File: src/rtl/core/hpm_pkg.sv
// ----------------------------------------------------------------------------
// hpm_pkg
// Shared types and constants for the homography point mapper.
// ----------------------------------------------------------------------------
package hpm_pkg;

	// |numerator| and |w| both stay below 2^49
	localparam int MAG_W = 49;
	localparam int QUO_W = 32;
	localparam int SUM_W = 50;
	localparam int PRD_W = 49;

	typedef enum logic [2:0] {
		REG_ENABLE   = 3'd0,
		REG_COEF_XX  = 3'd1,
		REG_COEF_XY  = 3'd2,
		REG_COEF_XO  = 3'd3,
		REG_COEF_YX  = 3'd4,
		REG_COEF_YY  = 3'd5,
		REG_COEF_YO  = 3'd6,
		REG_PERSP    = 3'd7
	} cfg_reg_t;

	// word handed from one divider cell to the next
	typedef struct packed {
		logic             ok;
		logic             neg_x;
		logic             neg_y;
		logic             ovf_x;
		logic             ovf_y;
		logic [MAG_W-1:0] den;
		logic [MAG_W-1:0] rem_x;
		logic [MAG_W-1:0] rem_y;
		logic [QUO_W-1:0] quo_x;
		logic [QUO_W-1:0] quo_y;
	} div_word_t;

endpackage

File: src/rtl/core/hpm_div_cell.sv
// ----------------------------------------------------------------------------
// hpm_div_cell
// One restoring-division step for both coordinates, registered.
// ----------------------------------------------------------------------------
module hpm_div_cell import hpm_pkg::*; (
	input  logic      clk,
	input  logic      arst_n,
	input  logic      adv,
	input  logic      in_vld,
	input  div_word_t in_word,
	output logic      out_vld,
	output div_word_t out_word
);

	logic [MAG_W:0] sh_x, sh_y, dif_x, dif_y;
	logic ge_x, ge_y;
	div_word_t nxt;

	assign sh_x  = {in_word.rem_x, 1'b0};
	assign sh_y  = {in_word.rem_y, 1'b0};
	assign dif_x = sh_x - {1'b0, in_word.den};
	assign dif_y = sh_y - {1'b0, in_word.den};
	assign ge_x  = sh_x >= {1'b0, in_word.den};
	assign ge_y  = sh_y >= {1'b0, in_word.den};

	always_comb begin
		nxt       = in_word;
		nxt.rem_x = ge_x ? dif_x[MAG_W-1:0] : sh_x[MAG_W-1:0];
		nxt.rem_y = ge_y ? dif_y[MAG_W-1:0] : sh_y[MAG_W-1:0];
		nxt.quo_x = {in_word.quo_x[QUO_W-2:0], ge_x};
		nxt.quo_y = {in_word.quo_y[QUO_W-2:0], ge_y};
	end

	always_ff @(posedge clk or negedge arst_n) begin
		if (!arst_n) begin
			out_vld <= 1'b0;
		end else if (adv) begin
			out_vld <= in_vld;
		end
	end

	always_ff @(posedge clk) begin
		if (adv) begin
			out_word <= nxt;
		end
	end

endmodule

File: config.mk
export PLATFORM = sky130hd
export DESIGN_NAME = hpm_div_cell
export DESIGN_NICKNAME = d
export VERILOG_FILES = /design/src/rtl/core/hpm_pkg.sv /design/src/rtl/core/hpm_div_cell.sv
export SDC_FILE = /design/constraint.sdc
export NUM_CORES = 1
export LEC_CHECK = 0
export BUFFER_PORTS_ARGS = -buffer_cell sky130_fd_sc_hd__clkbuf_2
export CORE_ASPECT_RATIO = 1.25
export CORE_MARGIN = 2
export CORE_UTILIZATION = 40
export DETAILED_ROUTE_END_ITERATION = 16
export PLACE_DENSITY = 0.65
export RECOVER_POWER = 100
export SYNTH_ARGS = -nofsm -noshare
export SYNTH_HDL_FRONTEND = slang
export SYNTH_SLANG_ARGS = --single-unit
File: constraint.sdc
create_clock -name clk -period 1.39 [get_ports clk]
set_clock_uncertainty 0.1 [all_clocks]
set_input_delay 0.139 -clock clk [delete_from_list [all_inputs] [get_ports clk]]
set_output_delay 0.139 -clock clk [all_outputs]
set_load 0.02 [all_outputs]
==> impl_metrics.py <==
metrics = {
    "clock_network": {
        "insertion_delay_ps": 550,
        "numCtsBuffers": 25,
        "clock_sinks": 217,
        "cts_tree": "done",
        "h-tree-depth": 1,
        "root_buffer": "clkbuf_16",
        "cts.clk_slew.worst_paths_ps": 60,
        "clock_path_buffers": 3,
    },
    "timing": {
        "fin_tns_setup_ps": -126680,
        "fmax_mhz": 365,
        "rsz0062_at_grt": "yes",
        "setup_ws_ps": -1350,
        "setup_viol": 111,
        "slew_violations": 0,
        "hold_viol": 0,
        "timing.final.crit_share_pct": 197,
        "relSlewSlack_pct": 68.3,
        "worst_pin_slew_ps": 474,
        "fin_crit_ps": 2740,
    },
    "routing": {
        "antenna_left": 0,
        "drt_wl_total_um": 55600,
        "vias_per_cell": 5.20,
        "via_count": 14287,
        "dr.pass1.iters": 5,
        "detail_route.wl_per_cell_um": 20.3,
        "drt_iter0_drc": 809,
        "drc": 0,
    },
    "logic_synthesis": {
        "synth.distinct_cells": 82,
        "synth-seq-cells": 217,
        "synth_largest_area_cell": "edfxtp_1",
        "synth_top_area_share_pct": 47.2,
        "synth_nets": 1551,
        "synth_edf_count": 216,
        "yosysSeqAreaShare_pct": 47.4,
        "syn_inst": 1231,
        "synthArstFlopShare_pct": 0.461,
        "avgSynthCellArea_um2": 11.2,
        "synth_area_leaders": "edfxtp_1, ha_1, mux2_4",
        "yosysWarningCount": 0,
        "synthesis.area_mm2": 0.0137,
        "ys.flop_type": "edfxtp_1",
    },
    "critical_path": {
        "crit_path_start": "in_word[163]",
        "cp.required_ps": 1580,
        "cp-endpoint": "out_word[131]$_DFFE_PP_",
        "cpLargestDelayFamily": "compound AO/OA/AOI/OAI gates",
        "critPathMaxStageDelay_ps": 420,
        "critical_path_buf_inv_count": 4,
        "cp-end-kind": "flop",
        "worstReg2RegStart": "out_vld$_DFFE_PN0P_",
        "slowest_stage": "fa_2",
        "reg2reg_slack_ps": 530,
        "cp.arrival_ps": 2940,
        "path_cells": "buf_8 > fa_2 > nor2b_4 > o211ai_2 > a21o_2 > a211oi_4 > o21ai_2 > o211ai_2 > a21oi_4 > o311ai_2 > o31a_2 > buf_6 > buf_8 > buf_12 > mux2_4",
        "crit_type": "in2reg",
        "rr_worst_depth": 1,
        "startpoint_type": "input port",
        "crit_cells": 15,
        "reg2reg_to": "out_vld$_DFFE_PN0P_",
        "crit_path_max_fanout": 6,
    },
    "grt": {
        "global_route.overflow_total": 0,
        "grt_first_pass_wirelength_um": 79800,
        "grt_max_degree": 35,
        "antenna_found_initial": 4,
        "first_global_vias": 14760,
        "grt.total_usage_pct": 29.1,
    },
    "floorplanning": {
        "fp.dieH_um": 211,
        "die-area_mm2": 0.0359,
        "rows": 75,
        "coreArea_mm2": 0.0337,
        "dieWidth_um": 170,
        "initial_core_util_pct": 40.8,
        "io_pins": 437,
    },
    "pwr": {
        "p_comb_share_pct": 39.2,
        "power.internal_mw": 16.7,
        "pwr-share-clk_pct": 26.6,
        "net-switching-power_mw": 8.13,
        "p_per_area_mw_per_mm2": 1010,
        "p_leak_nw": 11.4,
        "vdd.ir_drop.worst_uv": 984,
        "switching_share_pct": 32.8,
        "pwr-share-seq_pct": 34.1,
    },
    "place": {
        "placedCellCount": 2431,
        "gp_congestion": 0.908,
        "dp_hpwl_um": 38900,
        "io_buffers": 434,
        "place_ws_ps": -2030,
    },
    "cells_and_area": {
        "area_growth_syn_to_layout_pct": 79.3,
        "drive_above_1_share_pct": 52.0,
        "num-nets-final": 2626,
        "instances_no_fill": 2747,
    },
    "run_status": {
        "status": "finished, violations left",
        "failed_checks": "negative setup slack",
    },
    "min_path": {
        "hp-class": "in2reg",
    },
    "flow_run": {
        "maxCapViolCount": 0,
    },
}
-- per-stage QoR --
stage	hold WS [ps]	instance area [µm²]	utilization (%)	total power [mW]
after floorplan	-257	14200	-	12.9
after global placement	-185	19600	58.2	16.2
after detailed placement	-180	19600	58.2	16.3
after CTS	15.0	23800	70.6	24.1
after global routing	28.1	24600	73.2	25.7
final	40.2	24600	73.2	24.8
-- repair_timing --
| action | CTS | global route |
|---|---|---|
| gates cloned | 10 | 2 |
| hold buffers | 215 | 0 |
| endpoints found under the setup margin | 120 | 125 |
| buffers inserted | 34 | 21 |
| pin swaps | 55 | 76 |
| hold endpoints to repair | 225 | 0 |
| resized for setup | 151 | 232 |
-- registers in the layout (all words and copies together), names as in the netlist --
register  flops
out_vld       1
out_word    216
-- power by group through the flow --
stage / sequential, mW / combinational, mW / clock, mW
detailed placement: 8.57 / 7.74 / 0
floorplan: 9.51 / 3.39 / 0
global route: 8.52 / 10.3 / 6.90
finish: 8.47 / 9.73 / 6.60
global placement: 8.56 / 7.65 / 0
CTS: 8.44 / 9.04 / 6.67
-- layer usage --
metal / vias up / part of all wire [%] / global-route usage, %
li1: 6790 / - / -
met1: 6786 / 37 / 31.3
met2: 548 / 52 / 54.8
met3: 157 / 6.3 / 5.55
met4: 6 / 4.9 / 12.7
met5: - / 0.072 / 0
-- Yosys cell counts (13+ instances only) --
master / number
nor2_1: 41
xor2_1: 38
o21bai_1: 13
nand2_1: 100
edfxtp_1: 216
nor3_1: 19
a21oi_1: 96
ha_1: 98
nand4_1: 23
inv_1: 70
o21a_1: 14
nor2b_1: 13
xnor2_1: 49
o21ai_0: 82
a31oi_1: 15
clkbuf_1: 30
mux2_4: 46
a21o_1: 74
nand3_1: 19
-- worst min path at each step --
stage	slack, ps	from	cells past startpoint	endpoint
floorplan	-260	arst_n	0	out_vld$_DFFE_PN0P_
global placement	-180	arst_n	1	out_vld$_DFFE_PN0P_
detailed placement	-180	arst_n	1	out_vld$_DFFE_PN0P_
CTS	20	in_word[163]	3	out_word[114]$_DFFE_PP_
global route	30	in_word[163]	3	out_word[114]$_DFFE_PP_
finish	40	in_word[163]	3	out_word[114]$_DFFE_PP_
-- final cells by class --
cell class                      instances  area (µm²)
Multi-Input combinational cell        892        8020
Clock inverter                         17         155
Fill cell                            2307        9040
Timing Repair Buffer                 1100        8480
Tap cell                              423         529
Antenna cell                            1        2.50
Sequential cell                       217        6510
Clock buffer                           27         633
Inverter                               70         318
-- logic make-up after synthesis --
| family | Yosys count | share of synthesized area (%) |
|---|---|---|
| buffers and inverters | 122 | 4.34 |
| and+or+nand+nor | 272 | 9.85 |
| xor gates and xnor gates | 87 | 5.54 |
| DFF | 217 | 47.4 |
| AOI/OAI and AO/OA | 382 | 18.3 |
| adders and majority gates | 100 | 9.21 |
| muxes | 51 | 5.42 |
-- layout by cell type, fill, tap and decap left out, types with 46 or more instances in the layout --
cell / count
xnor2_1: 46
a21oi_1: 74
clkbuf_2: 389
ha_1: 66
buf_4: 399
edfxtp_1: 216
inv_1: 50
a21o_1: 74
nand2_1: 53
mux2_4: 47
dlygate4sd3_1: 215
No activity file was read; power rests on OpenSTA's default activity.
