[src/rtl/core/hpm_pkg.sv]
// ----------------------------------------------------------------------------
// hpm_pkg
// Shared types and constants for the homography point mapper.
// ----------------------------------------------------------------------------
package hpm_pkg;

	// |numerator| and |w| both stay below 2^49
	localparam int MAG_W = 49;
	localparam int QUO_W = 32;
	localparam int SUM_W = 50;
	localparam int PRD_W = 49;

	typedef enum logic [2:0] {
		REG_ENABLE   = 3'd0,
		REG_COEF_XX  = 3'd1,
		REG_COEF_XY  = 3'd2,
		REG_COEF_XO  = 3'd3,
		REG_COEF_YX  = 3'd4,
		REG_COEF_YY  = 3'd5,
		REG_COEF_YO  = 3'd6,
		REG_PERSP    = 3'd7
	} cfg_reg_t;

	// word handed from one divider cell to the next
	typedef struct packed {
		logic             ok;
		logic             neg_x;
		logic             neg_y;
		logic             ovf_x;
		logic             ovf_y;
		logic [MAG_W-1:0] den;
		logic [MAG_W-1:0] rem_x;
		logic [MAG_W-1:0] rem_y;
		logic [QUO_W-1:0] quo_x;
		logic [QUO_W-1:0] quo_y;
	} div_word_t;

endpackage

[src/rtl/core/hpm_back.sv]
// ----------------------------------------------------------------------------
// hpm_back
// Rounding, range check, sign and output register.
// ----------------------------------------------------------------------------
module hpm_back import hpm_pkg::*; (
	input  logic               clk,
	input  logic               arst_n,
	input  logic               adv,
	input  logic               in_vld,
	input  div_word_t          in_word,
	output logic               out_vld,
	output logic signed [31:0] map_x,
	output logic signed [31:0] map_y,
	output logic               coords_valid
);

	logic v_s1;
	logic ok_s1, neg_x_s1, neg_y_s1;
	logic [QUO_W:0] qx_s1, qy_s1;
	logic up_x, up_y, fit_x, fit_y, good;
	logic [QUO_W:0] lim_x, lim_y;
	logic [QUO_W:0] sx, sy;

	// round half away from zero on the magnitude
	assign up_x = {in_word.rem_x, 1'b0} >= {1'b0, in_word.den};
	assign up_y = {in_word.rem_y, 1'b0} >= {1'b0, in_word.den};

	assign lim_x = neg_x_s1 ? (QUO_W+1)'(33'h0_8000_0000) : (QUO_W+1)'(33'h0_7FFF_FFFF);
	assign lim_y = neg_y_s1 ? (QUO_W+1)'(33'h0_8000_0000) : (QUO_W+1)'(33'h0_7FFF_FFFF);
	assign fit_x = qx_s1 <= lim_x;
	assign fit_y = qy_s1 <= lim_y;
	assign good  = ok_s1 && fit_x && fit_y;
	assign sx    = neg_x_s1 ? -qx_s1 : qx_s1;
	assign sy    = neg_y_s1 ? -qy_s1 : qy_s1;

	always_ff @(posedge clk or negedge arst_n) begin
		if (!arst_n) begin
			v_s1    <= 1'b0;
			out_vld <= 1'b0;
		end else if (adv) begin
			v_s1    <= in_vld;
			out_vld <= v_s1;
		end
	end

	always_ff @(posedge clk) begin
		if (adv) begin
			ok_s1    <= in_word.ok && !in_word.ovf_x && !in_word.ovf_y;
			neg_x_s1 <= in_word.neg_x;
			neg_y_s1 <= in_word.neg_y;
			qx_s1    <= {1'b0, in_word.quo_x} + (QUO_W+1)'(up_x);
			qy_s1    <= {1'b0, in_word.quo_y} + (QUO_W+1)'(up_y);

			coords_valid <= good;
			map_x        <= good ? $signed(sx[QUO_W-1:0]) : '0;
			map_y        <= good ? $signed(sy[QUO_W-1:0]) : '0;
		end
	end

endmodule

[config.mk]
export PLATFORM = sky130hd
export DESIGN_NAME = hpm_back
export DESIGN_NICKNAME = d
export VERILOG_FILES = /design/src/rtl/core/hpm_pkg.sv /design/src/rtl/core/hpm_back.sv
export SDC_FILE = /design/constraint.sdc
export NUM_CORES = 1
export LEC_CHECK = 0
export ABC_AREA = 0
export BUFFER_PORTS_ARGS = -buffer_cell sky130_fd_sc_hd__buf_4
export CAP_MARGIN = 10
export CORE_AREA = 4 4 162 164
export DETAILED_ROUTE_END_ITERATION = 8
export DIE_AREA = 0 0 166 168
export GPL_TIMING_DRIVEN = 0
export PLACE_DENSITY = 0.68
export SLEW_MARGIN = 30
export SYNTH_ARGS = -nofsm -noshare
export SYNTH_HDL_FRONTEND = slang
export SYNTH_SLANG_ARGS = --single-unit
[constraint.sdc]
create_clock -name clk -period 5.4 [get_ports clk]
set_input_delay 0.27 -clock clk [delete_from_list [all_inputs] [get_ports clk]]
set_output_delay 0.27 -clock clk [all_outputs]
set_load 0.03 [all_outputs]
==> out/qor.csv <==
stage,metric,value,unit
placement,dp_cells,1644,
sta,slew_viol_final,0,
placement,hpwlAfterDp,23000,um
cts,cts_setup_buffers,0,
sta,fmax,260,MHz
cells_and_area,fillCellCount,2212,
synth,synth-seq-cells,136,
die,placementRows,58,
synth,async_flop_share,1.47,%
route,ant_nets,0,
sta,tns,0,ns
synth,synth_area,0.0105,mm2
route,drcViolationCount,0,
hold_path,hold_path.class,in2reg,
synth,synth_cells,1026,
power,p_leak,6.16,nW
status,outcome,"complete, no violations",
sta,postLayoutSetupSlackWorst,1.56,ns
power,power_frac_comb,22.4,%
cells_and_area,ff_latch_area,0.00407,mm2
critical_path,worstPathMaxFanout,19,
cts,cts.sinks,136,
global_routing,grt_max_degree,71,
synth,synth_top_area_share,38.4,%
die,pin_count,286,
die,start_util,42.1,%
route,firstDrtPassIters,5,
route,vias,8755,
cells_and_area,instances_no_fill,1679,
die,dieArea,0.0279,mm2
placement,place_worst_setup_slack,1.09,ns
sta,worst_pin_slew,0.702,ns
global_routing,grt-ovfl-total,0,
placement,globalplace.congestion,0.900,
cts,cts.htree.levels,4,
power,p_sw,879,uW
power,cellInternalPower,2.30,mW
die,die_w,166,um
synth,ys_seq_area_share,38.8,%
power,pwr-share-clk,36.3,%
sta,clock_skew,0.00942,ns
route,first_iter_violations,360,
synth,synth-edff-count,134,
run,maxCapViolCount,0,
synth,synthesis.nets,1414,
cts,cts_made_buffers,17,
sta,finalSetupViolations,0,
die,dieHeight,168,um
synth,synth_ff_type,edfxtp_1,
cts,cts_tree,yes,
global_routing,track_usage,18.9,%
critical_path,path_class,reg2reg,
sta,fin_crit,3.84,ns
cells_and_area,fin_util,55.0,%
sta,rsz0062_at_grt,no,
sta,relSlewSlack,53.1,%
route,wl_per_cell,16.1,um
cts,cts_max_path_buffers,2,
cts,cts_root_buf,clkbuf_16,
critical_path,worst_setup_path_end_kind,flop,
sta,fin_crit_sh,71.2,%
power,seq_power_share,41.3,%
synth,synthTopCellsByArea,"edfxtp_1, ha_1, xor2_1",
power,switching_share,27.6,%
synth,yosysWarningCount,0,
critical_path,crit_required,5.57,ns
synth,synth_area_per_cell,10.2,um2
cells_and_area,fin_nets,1722,
critical_path,crit_path_start_kind,flop,
synth,synth.most_common_cell,ha_1,
sta,finalHoldViolCount,0,
die,core,0.0249,mm2
placement,io_buffers,285,
global_routing,grt_pass1_wl,43200,um
global_routing,grt_pass1_vias,8739,
power,powerDensity,232,mW/mm2
synth,synth_common_cells,"ha_1, edfxtp_1, nor2_1, xor2_1, inv_1",
route,viasPerCell,5.21,
synth,yosys.area.top_type,edfxtp_1,
route,wl,27100,um
cts,clkTransAtPathRegs,0.06,ns
cells_and_area,syn_to_final_growth,30.6,%
cts,worstSkewPairLatency,0.42,ns
critical_path,cp.arrival,4.01,ns
cells_and_area,multiInputGateArea,0.00609,mm2
synth,ys_types,52,
cells_and_area,drive_above_1_share,25.4,%
placement,placed_area,0.0131,mm2
power,vdd_ir_drop_max,0.238,mV
global_routing,antenna_found_initial,4,
cells_and_area,final_area,0.0137,mm2
==> cell type report <==
type	count	area share, %
Buffer	16	0.557
Clock inverter	13	1.14
Multi-Input combinational cell	809	44.5
Clock buffer	18	3.13
Tap cell	330	3.01
Antenna cell	3	0.0548
Timing Repair Buffer	289	16.1
Sequential cell	136	29.7
Inverter	65	1.78
==> flip-flops by register name, summed over array words and instances (netlist names) <==
name / flops
map_x: 32
map_y: 32
out_vld: 1
qy_s1: 33
coords_valid: 1
ok_s1: 1
v_s1: 1
qx_s1: 33
neg_x_s1: 1
neg_y_s1: 1
==> per-stage QoR <==
step	hold slack (ns)	total power [mW]
2_1_floorplan	-0.0256	1.73
3_3_place_gp	0.0532	2.02
3_5_place_dp	0.0544	2.05
4_1_cts	0.0230	3.20
5_1_grt	0.0242	3.35
6_report	0.0321	3.18
==> metal layers <==
layer  routed length (um)  GRT usage (%)
met1                11400           23.0
met2                12900           32.1
met3                 1980           4.84
met4                  795           7.68
met5                   12              0
==> final timing paths <==
| check | start | endpoint | slack, ns | depth (start not counted) |
|---|---|---|---|---|
| max reg2reg | neg_y_s1 | map_y[27] | 1.56 | 11 |
| max in group asynchronous | arst_n | out_vld | 5.13 | 2 |
| min | in_word[213] | neg_y_s1 | 0.03 | 1 |
| min in group asynchronous | arst_n | v_s1 | 0.18 | 2 |
| min reg2reg | out_vld | out_vld | 0.50 | 1 |
| max | neg_y_s1 | map_y[27] | 1.56 | 11 |
==> kinds of logic (layout without fill, tap and decap cells) <==
logic type | count (synthesis) | in the layout | synth area share (%)
simple gates | 333 | 333 | 16.0
fa+ha+maj | 168 | 168 | 20.0
flops | 136 | 136 | 38.8
compound gates | 186 | 186 | 11.8
xor+xnor | 118 | 118 | 9.85
mux | 4 | 4 | 0.406
other cells | 0 | 3 | 0
buf+inv | 81 | 401 | 3.05
==> power by group through the flow <==
stage,clock (mW),combinational [mW],sequential [mW]
floorplan,0,0.366,1.36
global placement,0,0.680,1.34
detailed placement,0,0.713,1.33
CTS,1.17,0.718,1.31
global route,1.22,0.806,1.32
finish,1.16,0.713,1.31
==> layout by cell type (no fill, tap or decap), drive strengths merged, types with 5 or more instances in the layout <==
cell type	Yosys	final
ha	168	168
clkinv	0	7
nor3	15	15
a21o	25	25
nand2	59	59
a21oi	45	45
o21ai	52	52
edfxtp	134	134
a211oi	9	9
xnor2	44	44
xor2	74	74
o31ai	19	19
nand4	32	32
nor2	100	100
buf	9	297
or3	18	18
and4	6	6
nor2b	8	8
nor4	13	13
inv	65	65
o41ai	7	7
or2	5	5
nand3	44	44
or4	15	15
clkbuf	7	25
and3	12	12
==> worst max-delay path, cell delays in order (launching register included) <==
cell and delay, ns:
edfxtp_1 0.63, buf_6 0.29, ha_1 0.31, nand3_1 0.09
or4_1 0.52, or4_1 0.59, a31oi_1 0.20, nor4_1 0.10
o22ai_1 0.22, buf_2 0.27, buf_2 0.28, nor2_1 0.09
==> repair_timing <==
| item | in CTS | in global routing |
|---|---|---|
| hold buffers | 1 | 0 |
| gates resized for setup | 0 | 0 |
| hold endpoints to repair | 2 | 0 |
| endpoints found under the setup margin | 0 | 0 |
Note: power is estimated with default switching activity, not from simulation.
